**src/design/ile_pkg.sv**
```systemverilog
// ----------------------------------------------------------------------------
// ile_pkg
// Shared types and codes of the indexed list engine: request kinds, status
// codes and the decoded command that travels from front end to back end.
// ----------------------------------------------------------------------------
package ile_pkg;

	localparam int KIND_W  = 3;
	localparam int POS_W   = 7;
	localparam int VALUE_W = 64;
	localparam int STAT_W  = 2;
	localparam int COUNT_W = 7;

	localparam logic [KIND_W-1:0] KIND_INS_FRONT = 3'd0;
	localparam logic [KIND_W-1:0] KIND_INS_BACK  = 3'd1;
	localparam logic [KIND_W-1:0] KIND_INS_AT    = 3'd2;
	localparam logic [KIND_W-1:0] KIND_READ_AT   = 3'd3;
	localparam logic [KIND_W-1:0] KIND_REM_FRONT = 3'd4;
	localparam logic [KIND_W-1:0] KIND_REM_BACK  = 3'd5;
	localparam logic [KIND_W-1:0] KIND_REM_AT    = 3'd6;

	localparam logic [STAT_W-1:0] STAT_OK   = 2'd0;
	localparam logic [STAT_W-1:0] STAT_BAD  = 2'd1;
	localparam logic [STAT_W-1:0] STAT_FULL = 2'd2;

	typedef enum logic [1:0] {
		OP_INS,
		OP_READ,
		OP_REM,
		OP_BAD
	} op_t;

	typedef enum logic [1:0] {
		MODE_GIVEN,
		MODE_FRONT,
		MODE_BACK
	} mode_t;

	typedef struct packed {
		op_t                        op;
		mode_t                      mode;
		logic [POS_W-1:0]           pos;
		logic signed [VALUE_W-1:0]  value;
	} cmd_t;

endpackage

```
**src/design/ile_front.sv**
```systemverilog
// ----------------------------------------------------------------------------
// ile_front
// Request intake: registers each request, decodes its kind into an operation
// and a position mode, and hands it to the command queue.
// ----------------------------------------------------------------------------
module ile_front (
	input  logic                              clk,
	input  logic                              arst_n,
	input  logic                              req_valid,
	output logic                              req_stall,
	input  logic [ile_pkg::KIND_W-1:0]        kind,
	input  logic [ile_pkg::POS_W-1:0]         position,
	input  logic signed [ile_pkg::VALUE_W-1:0] item_value,
	output logic                              push,
	output ile_pkg::cmd_t                     push_cmd,
	input  logic                              queue_full
);
	import ile_pkg::*;

	logic valid_s1;
	cmd_t cmd_s1;
	cmd_t dec_cmd;

	always_comb begin
		dec_cmd.pos   = position;
		dec_cmd.value = item_value;
		dec_cmd.mode  = MODE_GIVEN;
		dec_cmd.op    = OP_BAD;
		unique case (kind)
			KIND_INS_FRONT: begin
				dec_cmd.op   = OP_INS;
				dec_cmd.mode = MODE_FRONT;
			end
			KIND_INS_BACK: begin
				dec_cmd.op   = OP_INS;
				dec_cmd.mode = MODE_BACK;
			end
			KIND_INS_AT:    dec_cmd.op = OP_INS;
			KIND_READ_AT:   dec_cmd.op = OP_READ;
			KIND_REM_FRONT: begin
				dec_cmd.op   = OP_REM;
				dec_cmd.mode = MODE_FRONT;
			end
			KIND_REM_BACK: begin
				dec_cmd.op   = OP_REM;
				dec_cmd.mode = MODE_BACK;
			end
			KIND_REM_AT:    dec_cmd.op = OP_REM;
			default:        dec_cmd.op = OP_BAD;
		endcase
	end

	assign req_stall = valid_s1 && queue_full;
	assign push      = valid_s1 && !queue_full;
	assign push_cmd  = cmd_s1;

	always_ff @(posedge clk or negedge arst_n) begin
		if (!arst_n) begin
			valid_s1 <= 1'b0;
		end else if (!req_stall) begin
			valid_s1 <= req_valid;
		end
	end

	always_ff @(posedge clk) begin
		if (req_valid && !req_stall) begin
			cmd_s1 <= dec_cmd;
		end
	end

endmodule

```
**config.mk**
```make
export PLATFORM = sky130hd
export DESIGN_NAME = ile_front
export DESIGN_NICKNAME = d
export VERILOG_FILES = /design/src/design/ile_pkg.sv /design/src/design/ile_front.sv
export SDC_FILE = /design/constraint.sdc
export NUM_CORES = 1
export LEC_CHECK = 0
export BUFFER_PORTS_ARGS = -buffer_cell sky130_fd_sc_hd__buf_2
export CORE_ASPECT_RATIO = 1.4
export CORE_MARGIN = 3
export CORE_UTILIZATION = 44
export CTS_CLUSTER_DIAMETER = 80
export DETAILED_ROUTE_END_ITERATION = 12
export PLACE_DENSITY = 0.95
export SYNTH_ARGS = -nofsm -noshare
export SYNTH_HDL_FRONTEND = slang
export SYNTH_SLANG_ARGS = --single-unit
```
**constraint.sdc**
```tcl
create_clock -name clk -period 9.9 [get_ports clk]
set_input_delay 0.99 -clock clk [delete_from_list [all_inputs] [get_ports clk]]
set_output_delay 0.99 -clock clk [all_outputs]
set_load 0.03 [all_outputs]
```
==> impl_metrics.py <==
metrics = {
    "synth": {
        "synth-seq-cells": 76,
        "yosys_warnings": 0,
        "syn_nets": 162,
        "synth_largest_area_cell": "edfxtp_1",
        "avgSynthCellArea_um2": 27.7,
        "synthTopCellsByArea": "edfxtp_1 (97%), dfrtp_1 (1.1%), and2_1 (0.54%)",
        "synth.distinct_cells": 8,
        "synth_top_area_share_pct": 96.9,
        "seq_area_frac_synth_pct": 98.0,
        "synthCells": 84,
        "syn-cell-area_um2": 2320,
    },
    "route": {
        "antenna_left": 0,
        "dr.pass1.iters": 4,
        "wl_per_cell_um": 16.8,
        "drc": 0,
        "wl_mm": 5.32,
        "via_count": 1432,
        "viasPerCell": 4.52,
        "drtIter0Drc": 99,
    },
    "critical_path": {
        "crit_fanout": 4,
        "r2r_cells": 2,
        "startpoint_type": "input pin",
        "crit_required_ns": 8.91,
        "critPathKind": "in -> out",
        "worstPathArrival_ns": 1.44,
        "crit_path_end_kind": "primary output",
        "r2r_end": "push_cmd[74]",
        "r2r_slack_ns": 8.19,
        "r2r-start": "valid_s1",
    },
    "status": {
        "status": "finished clean",
    },
    "place": {
        "dp_cells": 302,
        "gp_congestion": 0.693,
        "portBuffers": 154,
        "pre_cts_ws_ns": 7.48,
    },
    "grt": {
        "grt.busiest_layer": "met2",
        "gr-usage-met1_pct": 18.1,
        "overflow": 0,
        "grt_pass1_wl_mm": 7.81,
        "grtUsageMet2_pct": 30.4,
        "grt_pass1_vias": 1572,
        "grt_antenna_before_repair": 0,
        "gr-usage-all-layers_pct": 18.2,
        "use_met3_pct": 8.82,
        "grt_start_max_net_pins": 76,
    },
    "power_and_ir_drop": {
        "peakVddDrop_mv": 0.155,
        "p_leak_nw": 1.47,
        "power_density_nw_per_um2": 205,
        "fin_total_pwr_mw": 0.697,
    },
    "cts": {
        "cts_post_setup_buffers_inserted": 0,
        "cts_root_buf": "clkbuf_8",
        "clkTransAtPathRegs_ns": 0.07,
        "postCtsHoldBufs": 0,
        "clock_latency_ns": 0.33,
        "cts.repair.resized": 0,
        "cts_tree": "done",
        "htreeDepth": 3,
        "cts_num_sinks": 76,
        "clockBufferDepth": 2,
        "numCtsBuffers": 9,
    },
    "finish": {
        "layout_common_cells": "buf_2 (154), edfxtp_1 (75), clkbuf_8 (9)",
        "n_antenna_cell": 0,
        "final_nets": 327,
        "post-route-util_pct": 68.0,
        "area_growth_syn_to_layout_pct": 46.1,
        "final-instance-count-excl-fill": 317,
        "drive_gt1_share_pct": 66.8,
        "layout_commonest_cell": "buf_2",
    },
    "worst_hold_path": {
        "hold_class": "in -> async",
    },
    "timing": {
        "finalSetupTns_ns": 0,
        "slew_headroom_pct": 41.6,
        "fin_crit_sh_pct": 24.6,
        "maxClockFrequency_mhz": 411,
        "slew_violations": 0,
        "timing.final.ws_setup_ns": 7.47,
        "finalHoldViolCount": 0,
        "setup_viol": 0,
        "skew_ns": 0.00505,
        "period_minus_slack_ns": 2.43,
        "tightest_slew_ns": 0.876,
        "rsz0062_at_grt": "no",
    },
    "floorplan": {
        "die-area_um2": 6200,
        "num_rows": 30,
        "coreArea_um2": 4990,
        "die_w_um": 67.4,
        "ios": 155,
        "die_height_um": 92.0,
        "start_util_pct": 46.6,
    },
    "job": {
        "maxCapViolations": 0,
    },
}
## where the power goes
| part | internal (mW) | total (mW) | switching [mW] |
|---|---|---|---|
| Sequential | 0.375 | 0.379 | 0.00433 |
| Clock | 0.140 | 0.240 | 0.100 |
| Combinational | 0.0230 | 0.0770 | 0.0540 |
| Total | 0.538 | 0.697 | 0.159 |
## cell usage after synthesis (all sizes together)
master and number:
clkbuf 1, nor2b 2, dfrtp 1, edfxtp 75, and2 2, a21o 1, nor2 1, a21boi 1
## cells by family (layout without fill, tap and decap cells)
| logic type | Yosys count | count (layout) | share of synthesized area, % |
|---|---|---|---|
| flip-flops | 76 | 76 | 98.0 |
| AND/OR/NAND/NOR | 5 | 5 | 1.24 |
| buffers and inverters | 1 | 170 | 0.161 |
| AO/OA/AOI/OAI | 2 | 2 | 0.646 |
## cell type report
type                    instances  area (µm²)
flip-flops and latches         76        2280
fillers                       332        1600
repair buffers                155         778
clock buffers                  10         128
well taps                      64        80.1
clock inverters                 5        77.6
multi-input cells               7        55.1
## worst max path at each step
stage                  end  slack (ns)       start  cells past startpoint
2_1_floorplan  push_cmd[0]        4.81   req_valid                      1
3_3_place_gp     req_stall        7.48  queue_full                      3
3_5_place_dp     req_stall        7.48  queue_full                      3
4_1_cts          req_stall        7.47  queue_full                      3
5_1_grt               push        7.43  queue_full                      3
6_report         req_stall        7.47  queue_full                      3
## sequential cells by signal (all words and copies together) (netlist names)
signal,count
push_cmd,75
valid_s1,1
## metrics by stage
stage	hold slack [ns]	cell area, µm²
finish	0.434	3400
global placement	0.557	3190
global route	0.408	3400
CTS	0.412	3400
floorplan	0.482	2320
detailed placement	0.623	3190
## metal layers
layer	vias up	part of all wire [%]
met5	-	0
li1	662	-
met2	105	53
met1	655	32
met3	10	13
met4	0	2.4
## critical path, stage by stage
cell	delay, ns
buf_2	0.13
and2_1	0.13
buf_2	0.19
(Power assumes the default switching activity.)
