## src/design/ile_pkg.sv

```systemverilog
// ----------------------------------------------------------------------------
// ile_pkg
// Shared types and codes of the indexed list engine: request kinds, status
// codes and the decoded command that travels from front end to back end.
// ----------------------------------------------------------------------------
package ile_pkg;

	localparam int KIND_W  = 3;
	localparam int POS_W   = 7;
	localparam int VALUE_W = 64;
	localparam int STAT_W  = 2;
	localparam int COUNT_W = 7;

	localparam logic [KIND_W-1:0] KIND_INS_FRONT = 3'd0;
	localparam logic [KIND_W-1:0] KIND_INS_BACK  = 3'd1;
	localparam logic [KIND_W-1:0] KIND_INS_AT    = 3'd2;
	localparam logic [KIND_W-1:0] KIND_READ_AT   = 3'd3;
	localparam logic [KIND_W-1:0] KIND_REM_FRONT = 3'd4;
	localparam logic [KIND_W-1:0] KIND_REM_BACK  = 3'd5;
	localparam logic [KIND_W-1:0] KIND_REM_AT    = 3'd6;

	localparam logic [STAT_W-1:0] STAT_OK   = 2'd0;
	localparam logic [STAT_W-1:0] STAT_BAD  = 2'd1;
	localparam logic [STAT_W-1:0] STAT_FULL = 2'd2;

	typedef enum logic [1:0] {
		OP_INS,
		OP_READ,
		OP_REM,
		OP_BAD
	} op_t;

	typedef enum logic [1:0] {
		MODE_GIVEN,
		MODE_FRONT,
		MODE_BACK
	} mode_t;

	typedef struct packed {
		op_t                        op;
		mode_t                      mode;
		logic [POS_W-1:0]           pos;
		logic signed [VALUE_W-1:0]  value;
	} cmd_t;

endpackage

```

## src/design/ile_queue.sv

```systemverilog
// ----------------------------------------------------------------------------
// ile_queue
// Two-entry command queue between front end and back end.
// ----------------------------------------------------------------------------
module ile_queue (
	input  logic          clk,
	input  logic          arst_n,
	input  logic          push,
	input  ile_pkg::cmd_t push_cmd,
	output logic          full,
	input  logic          pop,
	output logic          head_valid,
	output ile_pkg::cmd_t head_cmd
);
	import ile_pkg::*;

	cmd_t       slot_q [2];
	logic       wr_ptr_q;
	logic       rd_ptr_q;
	logic [1:0] fill_q;
	logic       do_push;
	logic       do_pop;

	assign full       = (fill_q == 2'd2);
	assign head_valid = (fill_q != 2'd0);
	assign head_cmd   = slot_q[rd_ptr_q];
	assign do_push    = push && !full;
	assign do_pop     = pop && head_valid;

	always_ff @(posedge clk) begin
		if (do_push) begin
			slot_q[wr_ptr_q] <= push_cmd;
		end
	end

	always_ff @(posedge clk or negedge arst_n) begin
		if (!arst_n) begin
			wr_ptr_q <= 1'b0;
			rd_ptr_q <= 1'b0;
			fill_q   <= 2'd0;
		end else begin
			if (do_push) begin
				wr_ptr_q <= !wr_ptr_q;
			end
			if (do_pop) begin
				rd_ptr_q <= !rd_ptr_q;
			end
			case ({do_push, do_pop})
				2'b10:   fill_q <= fill_q + 2'd1;
				2'b01:   fill_q <= fill_q - 2'd1;
				default: fill_q <= fill_q;
			endcase
		end
	end

endmodule

```

## config.mk

```make
export PLATFORM = sky130hd
export DESIGN_NAME = ile_queue
export DESIGN_NICKNAME = d
export VERILOG_FILES = /design/src/design/ile_pkg.sv /design/src/design/ile_queue.sv
export SDC_FILE = /design/constraint.sdc
export NUM_CORES = 1
export LEC_CHECK = 0
export BUFFER_PORTS_ARGS = -buffer_cell sky130_fd_sc_hd__buf_4
export CAP_MARGIN = 20
export CORE_MARGIN = 2
export CORE_UTILIZATION = 40
export CTS_BUF_LIST = sky130_fd_sc_hd__clkbuf_4 sky130_fd_sc_hd__clkbuf_8
export CTS_CLUSTER_SIZE = 24
export DETAILED_ROUTE_END_ITERATION = 12
export GPL_ROUTABILITY_DRIVEN = 0
export PLACE_DENSITY = 0.68
export SLEW_MARGIN = 10
export SYNTH_ARGS = -nofsm -noshare
export SYNTH_HDL_FRONTEND = slang
export SYNTH_SLANG_ARGS = --single-unit
export TNS_END_PERCENT = 100
```

## constraint.sdc

```tcl
create_clock -name clk -period 12.4 [get_ports clk]
set_clock_uncertainty 0.1 [all_clocks]
set_input_delay 0 -clock clk [delete_from_list [all_inputs] [get_ports clk]]
set_output_delay 0 -clock clk [all_outputs]
set_load 0.03 [all_outputs]
```

==> metrics.txt, run 1 <==
main combinational cell family by area after synthesis=multiplexers; Synth Area in Compound Gates=0; static leakage=3.27 nW; global route overflow=0; maximum fanout along the worst path=47; # port buffers=around 160; top cell type's share of synthesized area=0.781; DR vias=between 3000 and 4000; slew margin rel.=0.501; Detailed Route Iter0 Violations=159; # DRC=0; Via-to-Cell Ratio=roughly 4.5; Reg-to-Reg End=slot_q[0][17]; Tcrit/Tclk final=0.214; Post-synth EDFFs=150; fin crit period=between 2000 and 3000 ps; initial antenna violation count=1; global-route wire length before repair=about 16000 um; mean post-synth cell area=23.0 um2; CTS tree=done; mux share of post-synthesis cell area=0.173; Die Height=~120 um; Area Growth Syn to Fin=45.6%; fmax=roughly 380 MHz; Synth Area in Simple Gates=0.00673; clock latency on the worst-skew pair=about 430 ps; CP arrival=about 2600 ps; CP endpoint kind=output pin; DR pass1 iterations=4; max-slew violation count=0; Core ar.=14000 um2; clk slew on worst S/H paths=80 ps; WL final=10700 um; Mapped Cells=between 200 and 300; Synth area leader=edfxtp_1; CP endpoint=head_cmd[5]; vias in the first global route=3364; most common flop cell mapped by yosys=edfxtp_1; synthesis warning total=0; cts bufs inserted=17; fraction of the mapped netlist area in adder cells=0.00217; Final Hold Fails=0; WL per Instance=15.4 um; Worst Max-Slew Pin Slew=approximately 750 ps; Fillers=between 1000 and 1500; share of layout cells above drive strength 1=0.524; max cap viols=0; Worst EP required=12300 ps; async set-reset flop share out of synthesis=0.0260; xor and xnor area share after synthesis=0.00760; clk sinks=between 150 and 200; clock buffer depth=2; pin count of the biggest net entering global routing=between 70 and 80; Setup CP Type=register to output pin; worst setup path startpoint=rd_ptr_q; worst hold slack=between 150 and 200 ps; Reg2Reg Setup Slack=between 10000 and 15000 ps; CTS root buffer=clkbuf_8; die area=~15000 um2; DPL Wire Length=roughly 6300 um; IO Pins=approximately 160; R2R Path Start=fill_q[0]; Seq cells post-synth=about 150; placed cell count=580; sequential fraction of the synthesis area=0.799; GRT Total Usage=0.145; Worst Setup Start Kind=register; Synth area leaders=edfxtp_1, mux2_4, mux2_2, dfrtp_1, buf_6; Chip Width=around 120 um; Peak supply drop=approximately 150 uV; row count=43; Max H-tree Level=4; Core Util, Final=0.600; Synth cell types=17; Non-Filler Instances=roughly 690; Synth Net Count=around 330; setup violators final=0; ANT nets after route=0; Initial Util=0.412; PwrDens=232 nW/um2; hold crit path type=input port to register; number of cells on the worst reg-to-reg path=5; run status=finished clean; Final nets=580; Synth Cell Area=around 5800 um2; RSZ-0062 raised after global routing=no; setup_tns=0 ps
[worst min-delay path by stage]
stage                         end  depth (start not counted)         start  slack [ps]
detailed placement       wr_ptr_q                          1        arst_n        -300
global route        slot_q[0][26]                          2  push_cmd[26]         160
finish               slot_q[0][5]                          2   push_cmd[5]         190
global placement        fill_q[0]                          1        arst_n        -300
CTS                 slot_q[1][14]                          2  push_cmd[14]         140
floorplan               fill_q[0]                          0        arst_n        -400
[per-stage QoR]
stage	setup WS, ps	cell area, um2	total power (W)
finish	9750	8390	0.00195
global placement	9710	7120	0.00153
CTS	9630	8340	0.00197
detailed placement	9630	7120	0.00154
floorplan	8030	5770	0.00130
global route	9610	8390	0.00204
[where the power goes]
part,internal (W),switching (W),leakage [nW]
logic,0.000349,0.000424,1.62
clock network,0.000219,0.000184,0.211
registers,0.000711,0.0000636,1.44
total,0.00128,0.000672,3.27
[cells in the mapped netlist, types with 2 or more instances]
cell type  count
edfxtp_1     150
mux2_4        40
mux2_2        35
buf_6          4
dfrtp_1        4
buf_2          3
xnor2_1        3
nor2_1         2
xor2_1         2
[timing repair]
action / in CTS / in global routing
gates resized for setup: 0 / 0
hold endpoints to repair: 157 / 0
setup buffers: 0 / 0
hold buffers: 79 / 0
[layout make-up]
cell class / count / area (um2) / share of cell area
clock inverter: 15 / 200 / 0.0239
multi-input combinational: 88 / 1100 / 0.131
clock buffer: 17 / 234 / 0.0279
tap: 180 / 225 / 0.0268
inverter: 1 / 3.75 / 0.000447
timing repair buffer: 238 / 2020 / 0.240
sequential: 154 / 4610 / 0.549
antenna: 1 / 2.50 / 0.000298
[cells by family after synthesis]
kind of cell,Yosys count
buf+inv,9
simple gates,7
flops,154
mux,75
fa+ha+maj,1
xor+xnor,5
[worst max-delay path, stage by stage (launching register included)]
cell     delay, ps
dfrtp_4        920
buf_4          580
mux2_2         400
buf_4          170
[metal layers]
layer	global-route usage	up-vias	part of all wire
li1	-	1487	-
met1	0.170	1523	0.42
met2	0.242	107	0.50
met3	0.0499	15	0.066
met4	0.0639	0	0.018
met5	0	-	0
[cells in the final DEF (no fill, tap or decap), types with 2 or more instances in the layout]
master / Yosys / layout
xor2_1: 2 / 2
bufinv_16: 0 / 4
clkinv_1: 0 / 2
xnor2_1: 3 / 3
dfrtp_1: 4 / 3
clkinvlp_4: 0 / 2
mux2_4: 40 / 40
dlygate4sd3_1: 0 / 79
mux2_2: 35 / 35
clkbuf_8: 0 / 17
clkinv_4: 0 / 5
edfxtp_1: 150 / 150
buf_4: 1 / 157
[state kept, by name, indices dropped and copies added, names as in the netlist]
register and flops:
fill_q 2, rd_ptr_q 1, slot_q 150, wr_ptr_q 1
Power figures use the tool's default switching activity.
==> run 2: changes to the inputs <==
--- a/config.mk
+++ b/config.mk
@@ -5,6 +5,7 @@
 export SDC_FILE = /design/constraint.sdc
 export NUM_CORES = 1
 export LEC_CHECK = 0
+export ABC_AREA = 1
 export BUFFER_PORTS_ARGS = -buffer_cell sky130_fd_sc_hd__buf_4
 export CAP_MARGIN = 20
 export CORE_MARGIN = 2
==> constraint.sdc (replaced) <==
create_clock -name clk -period 2.7 [get_ports clk]
set_clock_uncertainty 0.1 [all_clocks]
set_input_delay 0 -clock clk [delete_from_list [all_inputs] [get_ports clk]]
set_output_delay 0 -clock clk [all_outputs]
set_load 0.03 [all_outputs]
==> run 2 against run 1 <==
  * Combinational power rose to 5.0 times the previous value
  * Core utilization down 0.40 points
  * Power rose to 4.7 times the previous value
  * Via count up 24%
==> metrics.txt, run 2 <==
setup bufs post-CTS=0 (unchanged); CTS root buffer=clkbuf_8; ANT nets after route=0 (unchanged); clk sinks=154 (unchanged); CP arrival=1910 ps (-640 ps); Post-synth EDFFs=150 (unchanged); commonest non-fill, non-tap cell in the layout=nand2_1; Worst Setup Start Kind=register; Synth cell types=14 (-3); top cell type's share of synthesized area=0.790 (+0.00857); fmax=~500 MHz; cts bufs inserted=17 (unchanged); global-route wire length before repair=18300 um (+12%); Final Hold Fails=0 (unchanged); PwrDens=1110 nW/um2 (+380%); Synth area leader=edfxtp_1; fin crit period=around 2000 ps; max-slew violation count=0 (unchanged); placed cell areas=7040 um2 (-1.1%); Max H-tree Level=4 (unchanged); DR pass1 iterations=6 (+2); Area Growth Syn to Fin=45.1%; most frequent cells in the layout=nand2_1, buf_4, edfxtp_1, dlygate4sd3_1, clkbuf_8; Chip Width=123 um (-0.52%); Resize count post-CTS=0 (unchanged); GRT Total Usage=0.162 (+0.0174); row count=43 (unchanged); max FFs per register=150 (unchanged); Synth Cell Area=5700 um2 (-1.1%); slew margin rel.=0.461 (-0.0402); top cells by count, synth=nand2_1, edfxtp_1, buf_2; RSZ-0062 raised after global routing=no; most common flop cell mapped by yosys=edfxtp_1; Final nets=745 (+28%); Worst EP required=2600 ps (-9700 ps); Setup CP Type=register to output pin; top-count cell post-synth=nand2_1; mean post-synth cell area=13.5 um2 (-41%); WL final=12100 um (+13%); hold crit path type=input port to register; vias in the first global route=3813 (+13%); Synth Net Count=504 (+52%); setup slack at placement=808 ps (-8820 ps); Detailed Route Iter0 Violations=216 (+36%); Power Total=0.00916 W (+370%); die area=15200 um2 (-1.0%); DPL Wire Length=6950 um (+11%); largest register by flop count=slot_q; clock buffer depth=2 (unchanged); max cap viols=0 (unchanged); Worst Max-Slew Pin Slew=808 ps (+60.3 ps); run status=finished clean; CTS tree=done; final instance area=8270 um2 (-1.4%); CP endpoint kind=output pin; top flop regs=slot_q (150), fill_q (2); DR vias=3872 (+24%); async set-reset flop share out of synthesis=0.0260 (unchanged); maximum fanout along the worst path=51 (+8.5%); Initial Util=0.411 (-0.00131); static leakage=3.53 nW (+7.7%); share of layout cells above drive strength 1=0.285 (-0.240); IO Pins=156 (unchanged); Seq cells post-synth=154 (unchanged); Fillers=1072 (+1.8%); Peak supply drop=554 uV (+280%); Mapped Cells=424 (+69%); Sequential cell area=4610 um2 (about the same); initial antenna violation count=0 (-1); Die Height=123 um (-0.52%); Synth area leaders=edfxtp_1, nand2_1, dfrtp_1, buf_6, buf_2; pin count of the biggest net entering global routing=77 (+1.3%); Post-CTS Hold Buffers=79 (unchanged); Core ar.=13900 um2 (-0.77%); sequential fraction of the synthesis area=0.807 (+0.00876); area of the multi-input gates=945 um2 (-14%); Diodes inserted=0 (-1); WL per Instance=14.1 um (-8.7%); clock latency on the worst-skew pair=430 ps (about the same); setup violators final=0 (unchanged); final worst slack=693 ps (-9050 ps); synthesis warning total=0 (unchanged); Via-to-Cell Ratio=4.51 (about the same); setup_tns=0 ps (unchanged); # port buffers=155 (unchanged); Tcrit/Tclk final=0.743; global route overflow=0 (unchanged); Core Util, Final=0.596 (-0.00400); clk slew on worst S/H paths=80 ps (about the same); # DRC=0 (unchanged)
[run 2: cell families (layout without fill, tap and decap cells)]
kind of cell	Yosys count	count (layout)	synth area share
AOI/OAI and AO/OA	1	1	0.000877
DFF	154	154	0.807
adders and majority gates	1	1	0.00219
buffers and inverters	26	280	0.0283
xor gates and xnor gates	1	1	0.00154
and+or+nand+nor	241	241	0.160
[run 2: path summary, 6_finish.rpt]
check	start	to	slack (ps)	depth (start not counted)
max	rd_ptr_q	head_cmd[55]	690	5
min	push_cmd[68]	slot_q[0][68]	180	2
max reg2reg	fill_q[1]	slot_q[1][38]	790	4
min reg2reg	fill_q[1]	fill_q[1]	380	2
max in group asynchronous	arst_n	rd_ptr_q	1910	3
min in group asynchronous	arst_n	rd_ptr_q	380	3
[run 2: per-layer routing]
metal	up-vias	wire length, um	global-route usage
met2	123	6420	0.291
li1	1904	-	-
met4	0	195	0.0682
met1	1832	4800	0.177
met3	13	679	0.0517
met5	-	0	0
[run 2: report_power, final]
| group | switching (W) | internal (W) | leakage (nW) |
|---|---|---|---|
| Sequential | 0.000130 | 0.00326 | 1.44 |
| Clock | 0.000800 | 0.00110 | 0.223 |
| Combinational | 0.00263 | 0.00125 | 1.86 |
[run 2: area by class of cell]
cell class	instances	area share
Inverter	9	0.00454
Clock inverter	14	0.0243
Timing Repair Buffer	239	0.244
Sequential cell	154	0.557
Multi-Input combinational cell	244	0.114
Clock buffer	18	0.0292
Tap cell	180	0.0272
[run 2: critical path: stages (launching register included)]
cell and delay (ps):
dfrtp_2 410, inv_2 360, buf_12 290, nand2_1 80
nand2_1 100, buf_4 170
[run 2: through the flow]
stage / cells / hold slack [ps]
3_5_place_dp: 747 / -296
5_1_grt: 858 / 154
6_report: 858 / 182
3_3_place_gp: 747 / -297
2_1_floorplan: 424 / -396
4_1_cts: 858 / 141
